--- src/rtl/bptc_pkg.sv ---
// ----------------------------------------------------------------------------
// bptc_pkg: shared types, constants and helpers
// Widths, calibration register indexes and 32-bit wrap arithmetic helpers.
// ----------------------------------------------------------------------------
package bptc_pkg;

	localparam int unsigned DW     = 32;  // datapath width, wraps mod 2^32
	localparam int unsigned CFG_AW = 3;   // register index width
	localparam int unsigned IN_W   = 32;  // s_axis tdata width
	localparam int unsigned OUT_W  = 40;  // m_axis tdata width

	typedef logic [DW-1:0] word_t;

	// calibration register indexes
	localparam logic [CFG_AW-1:0] REG_AC1   = 3'd0;
	localparam logic [CFG_AW-1:0] REG_AC2   = 3'd1;
	localparam logic [CFG_AW-1:0] REG_AC3   = 3'd2;
	localparam logic [CFG_AW-1:0] REG_AC4   = 3'd3;
	localparam logic [CFG_AW-1:0] REG_AC5   = 3'd4;
	localparam logic [CFG_AW-1:0] REG_AC6   = 3'd5;
	localparam logic [CFG_AW-1:0] REG_B1_B2 = 3'd6;
	localparam logic [CFG_AW-1:0] REG_MC_MD = 3'd7;

	// compensation constants
	localparam word_t C_B6_OFS   = 32'd4000;
	localparam word_t C_B4_OFS   = 32'd32768;
	localparam word_t C_B7_GAIN  = 32'd50000;
	localparam word_t C_P_SQ     = 32'd3038;
	localparam word_t C_P_LIN    = 32'hFFFF_E343;  // -7357
	localparam word_t C_P_OFS    = 32'd3791;
	localparam word_t C_ROUND_T  = 32'd8;
	localparam word_t C_ROUND_2  = 32'd2;
	localparam word_t C_TRUNC_4  = 32'd3;
	localparam int signed T_MIN  = -32768;
	localparam int signed T_MAX  = 32767;
	localparam int signed P_MAX  = 262143;

	function automatic word_t mul_lo(input word_t a, input word_t b);
		logic [2*DW-1:0] f;
		f = a * b;
		return f[DW-1:0];
	endfunction

	function automatic word_t asr(input word_t v, input int unsigned n);
		return word_t'($signed(v) >>> n);
	endfunction

	function automatic word_t sx16(input logic [15:0] v);
		return {{16{v[15]}}, v};
	endfunction

endpackage

--- src/rtl/bptc_div.sv ---
// ----------------------------------------------------------------------------
// bptc_div: pipelined unsigned divider
// Restoring division, one quotient bit per stage, W stages, with sideband.
// ----------------------------------------------------------------------------
module bptc_div #(
	parameter int unsigned W      = bptc_pkg::DW,
	parameter int unsigned SIDE_W = 1
) (
	input  logic              clk,
	input  logic              arst_n,
	input  logic              en,
	input  logic              in_valid,
	input  logic [W-1:0]      num,
	input  logic [W-1:0]      den,
	input  logic [SIDE_W-1:0] side,
	output logic              out_valid,
	output logic [W-1:0]      quot,
	output logic [SIDE_W-1:0] out_side
);

	logic              vld_s  [0:W];
	logic [W-1:0]      rem_s  [0:W];
	logic [W-1:0]      num_s  [0:W];
	logic [W-1:0]      den_s  [0:W];
	logic [W-1:0]      quo_s  [0:W];
	logic [SIDE_W-1:0] side_s [0:W];

	assign vld_s[0]  = in_valid;
	assign rem_s[0]  = '0;
	assign num_s[0]  = num;
	assign den_s[0]  = den;
	assign quo_s[0]  = '0;
	assign side_s[0] = side;

	for (genvar i = 0; i < W; i++) begin : g_stage
		logic [W:0] trial;
		logic       ge;
		logic [W:0] diff;

		always_comb begin
			trial = {rem_s[i], num_s[i][W-1]};
			ge    = (trial >= {1'b0, den_s[i]});
			diff  = trial - {1'b0, den_s[i]};
		end

		always_ff @(posedge clk or negedge arst_n) begin
			if (!arst_n) begin
				vld_s[i+1] <= 1'b0;
			end else if (en) begin
				vld_s[i+1] <= vld_s[i];
			end
		end

		always_ff @(posedge clk) begin
			if (en) begin
				rem_s[i+1]  <= ge ? diff[W-1:0] : trial[W-1:0];
				num_s[i+1]  <= {num_s[i][W-2:0], 1'b0};
				den_s[i+1]  <= den_s[i];
				quo_s[i+1]  <= {quo_s[i][W-2:0], ge};
				side_s[i+1] <= side_s[i];
			end
		end
	end

	assign out_valid = vld_s[W];
	assign quot      = quo_s[W];
	assign out_side  = side_s[W];

endmodule

--- config.mk ---
export PLATFORM = sky130hd
export DESIGN_NAME = bptc_div
export DESIGN_NICKNAME = d
export VERILOG_FILES = /design/src/rtl/bptc_pkg.sv /design/src/rtl/bptc_div.sv
export SDC_FILE = /design/constraint.sdc
export NUM_CORES = 2
export LEC_CHECK = 0
export BUFFER_PORTS_ARGS = -buffer_cell sky130_fd_sc_hd__clkbuf_2
export CORE_MARGIN = 5
export CORE_UTILIZATION = 45
export CTS_CLUSTER_DIAMETER = 40
export DETAILED_ROUTE_END_ITERATION = 12
export PLACE_DENSITY = 0.69
export SETUP_SLACK_MARGIN = 0.3
export SLEW_MARGIN = 25
export SYNTH_ARGS = -nofsm -noshare
export SYNTH_HDL_FRONTEND = slang
export SYNTH_SLANG_ARGS = --single-unit
--- constraint.sdc ---
create_clock -name clk -period 8.69 [get_ports clk]
set_input_delay 1.738 -clock clk [delete_from_list [all_inputs] [get_ports clk]]
set_output_delay 1.738 -clock clk [all_outputs]
set_load 0.01 [all_outputs]
==> results.cfg <==
[outcome]
status = completed

[finish]
drive_gt1_share_pct = 10.7
final_cell_mix = edfxtp_1 (3040), inv_1 (1251), ha_1 (994), a21oi_1 (992), nand2_1 (905)
synthToLayoutAreaGrowth_pct = 13.5
nNetsFinal = 14400
final_common_cell = edfxtp_1

[sta]
worst_slack_ns = 4.36
setup_viol = 0
fin_crit_sh_pct = 49.8
skew_ns = 0.0525
final-max-slew-violation-count = 0
finalHoldViolCount = 0
period_minus_slack_ns = 4.33
fmax_mhz = 231
tightestPinTransition_ns = 1.09
setup-tns-final_ns = 0
rsz0062_at_grt = false
relSlewSlack_pct = 27.1

[grt]
antenna_found_initial = 8
grt_max_degree = 163
grt_use_total_pct = 18.5
grt_pass1_vias = 95700
overflow = 0
grt_pass1_wl_um = 540000

[clock_network]
ctsHoldBuffers = 0
clk_pin_slew_ns = 0.06
cts_root_buf = clkbuf_16
cts_tree = done
post_cts_buffers = 0
clk_latency_ns = 0.95
cts.sinks = 3072
cts.htree.levels = 5
cts_buffers = 456
cts_max_path_buffers = 4
cts_resized = 0

[worst_setup_path]
rr_endpoint = g_stage[16].trial[5]
r2r_cells = 12
cp-endpoint = g_stage[16].trial[5]
reg2reg_from = den_s[545]
crit_type = flip-flop to flip-flop
path_max_fanout = 46
start_kind = flip-flop
r2r_slack_ns = 4.36
worstPathArrival_ns = 5.03
cp-startpoint = den_s[545]
end_kind = flip-flop
required_ns = 9.39

[floorplanning]
design.portCount = 103
die_w_um = 602
start_util_pct = 45.1
die_y_um = 602
coreArea_um2 = 349000
die_area_um2 = 362000
rows = 217

[pwr]
power_density_nw_per_um2 = 388
ir_worst_vdd_v = 0.000219
leakage_nw = 71.5

[synthesis]
synth_area_leaders = edfxtp_1 (58%), ha_1 (7.9%), a21oi_1 (3.2%)
synth_warnings = 0
synth_nets = 14100
yosysUniqueCellTypes = 106
syn_inst = 13000
yosysTopAreaCellShare_pct = 58.0
synth_top_area_cell = edfxtp_1
synth.cell_area_um2 = 158000
syn_avg_cell_area_um2 = 12.1
synth-async-reset-ratio_pct = 1.04
ys_seq_elements = 3072
synth_ff_type = edfxtp_1
yosysSeqAreaShare_pct = 58.5
synth-edff-count = 3040

[detailed_routing]
drtIter0Drc = 8234
first_pass_iters = 6
num_vias = 99500
wl_um = 347000
drt.antenna.violating_nets = 0
wl_per_cell_um = 19.0
routed_via_density = 5.45
drc = 0

[worst_hold_path]
hp-class = flip-flop to flip-flop

[flow_run]
cap_violations = 0

[placed_design]
port_buffers = 102
dp_slack_ns = 4.18
hpwl_um = 255000
gp_congestion = 0.936
-- worst max-delay path: stages (launching register included) --
cell      delay, ns
edfxtp_1       0.41
inv_1          0.06
ha_1           0.29
nor2b_1        0.13
o21ai_0        0.24
a21boi_1       0.16
o311ai_1       0.47
a211oi_1       0.20
a2111o_1       0.44
a211oi_2       0.35
o221a_2        0.46
buf_4          0.45
mux2_2         0.39
-- Yosys cell counts, drive strengths merged (86+ instances only) --
cell    instances
a21o          513
a21oi         995
a31oi         139
and3           93
buf           138
clkbuf        248
edfxtp       3040
ha            994
inv          1252
mux2          393
nand2         905
nand2b        143
nand3         187
nand4         159
nor2          685
nor2b         151
nor3          145
o21a          141
o21ai         801
o21bai        120
o31ai          86
xnor2         466
xor2          331
-- logic make-up (layout without fill, tap and decap cells) --
family | after synthesis | after routing | synth area share, %
compound gates | 3371 | 3371 | 13.6
flops | 3072 | 3072 | 58.5
simple gates | 2697 | 2697 | 8.06
buf+inv | 1638 | 2283 | 4.12
fa+ha+maj | 1024 | 1024 | 8.28
xor+xnor | 797 | 797 | 4.43
mux | 425 | 425 | 3.03
other cells | 0 | 1 | 0
-- where the power goes --
| group | total [W] | internal (W) | leakage [nW] | switching (W) |
|---|---|---|---|---|
| sequential | 0.0235 | 0.0213 | 30.1 | 0.00222 |
| combinational | 0.0273 | 0.0117 | 33.7 | 0.0156 |
| clock | 0.0186 | 0.0114 | 7.61 | 0.00720 |
-- sequential cells by signal, indices dropped and copies added, names as in the netlist --
| register | count |
|---|---|
| num_s | 465 |
| out_side | 1 |
| vld_s | 31 |
| g_stage.trial | 1023 |
| den_s | 992 |
| quo_s | 496 |
| out_valid | 1 |
| quot | 32 |
| side_s | 31 |
-- per-stage QoR --
stage	instances	total power, W	util (%)	area (um^2)	hold WS (ns)
floorplan	13000	0.0436	-	158000	0.400
global placement	17400	0.0505	46.7	163000	0.401
detailed placement	17400	0.0508	46.7	163000	0.405
CTS	18300	0.0698	51.2	179000	0.398
global route	18300	0.0738	51.2	179000	0.403
finish	18300	0.0694	51.2	179000	0.400
-- cell type report --
| type | instances | area [um^2] |
|---|---|---|
| repair buffers | 176 | 1300 |
| well taps | 4599 | 5750 |
| diodes | 1 | 2.50 |
| multi-input cells | 8314 | 59100 |
| clock buffers | 494 | 11800 |
| inverters | 1252 | 4700 |
| flip-flops and latches | 3072 | 92100 |
| clock inverters | 361 | 4030 |
| fillers | 29800 | 170000 |
-- worst min-delay path by stage --
| stage | cells after the start | slack, ns | start | endpoint |
|---|---|---|---|---|
| after floorplan | 0 | 0.40 | num_s[766] | g_stage[10].trial[0] |
| after global routing | 0 | 0.40 | num_s[659] | num_s[628] |
| after CTS | 0 | 0.40 | quo_s[487] | quo_s[456] |
| final | 0 | 0.40 | quo_s[175] | quo_s[144] |
| after global placement | 0 | 0.40 | num_s[652] | num_s[621] |
| after detailed placement | 0 | 0.40 | num_s[446] | g_stage[20].trial[0] |
-- routing by layer --
metal  part of all wire [%]  vias up  routed length, um  global-route usage [%]
met5                      0        -                  0                       0
met4                    3.0        0              10300                    5.56
met3                    5.1      647              17600                    2.55
met2                     48     2521             167000                    31.3
met1                     44    47500             152000                    24.9
li1                       -    48800                  -                       -
No activity file was read; power rests on OpenSTA's default activity.
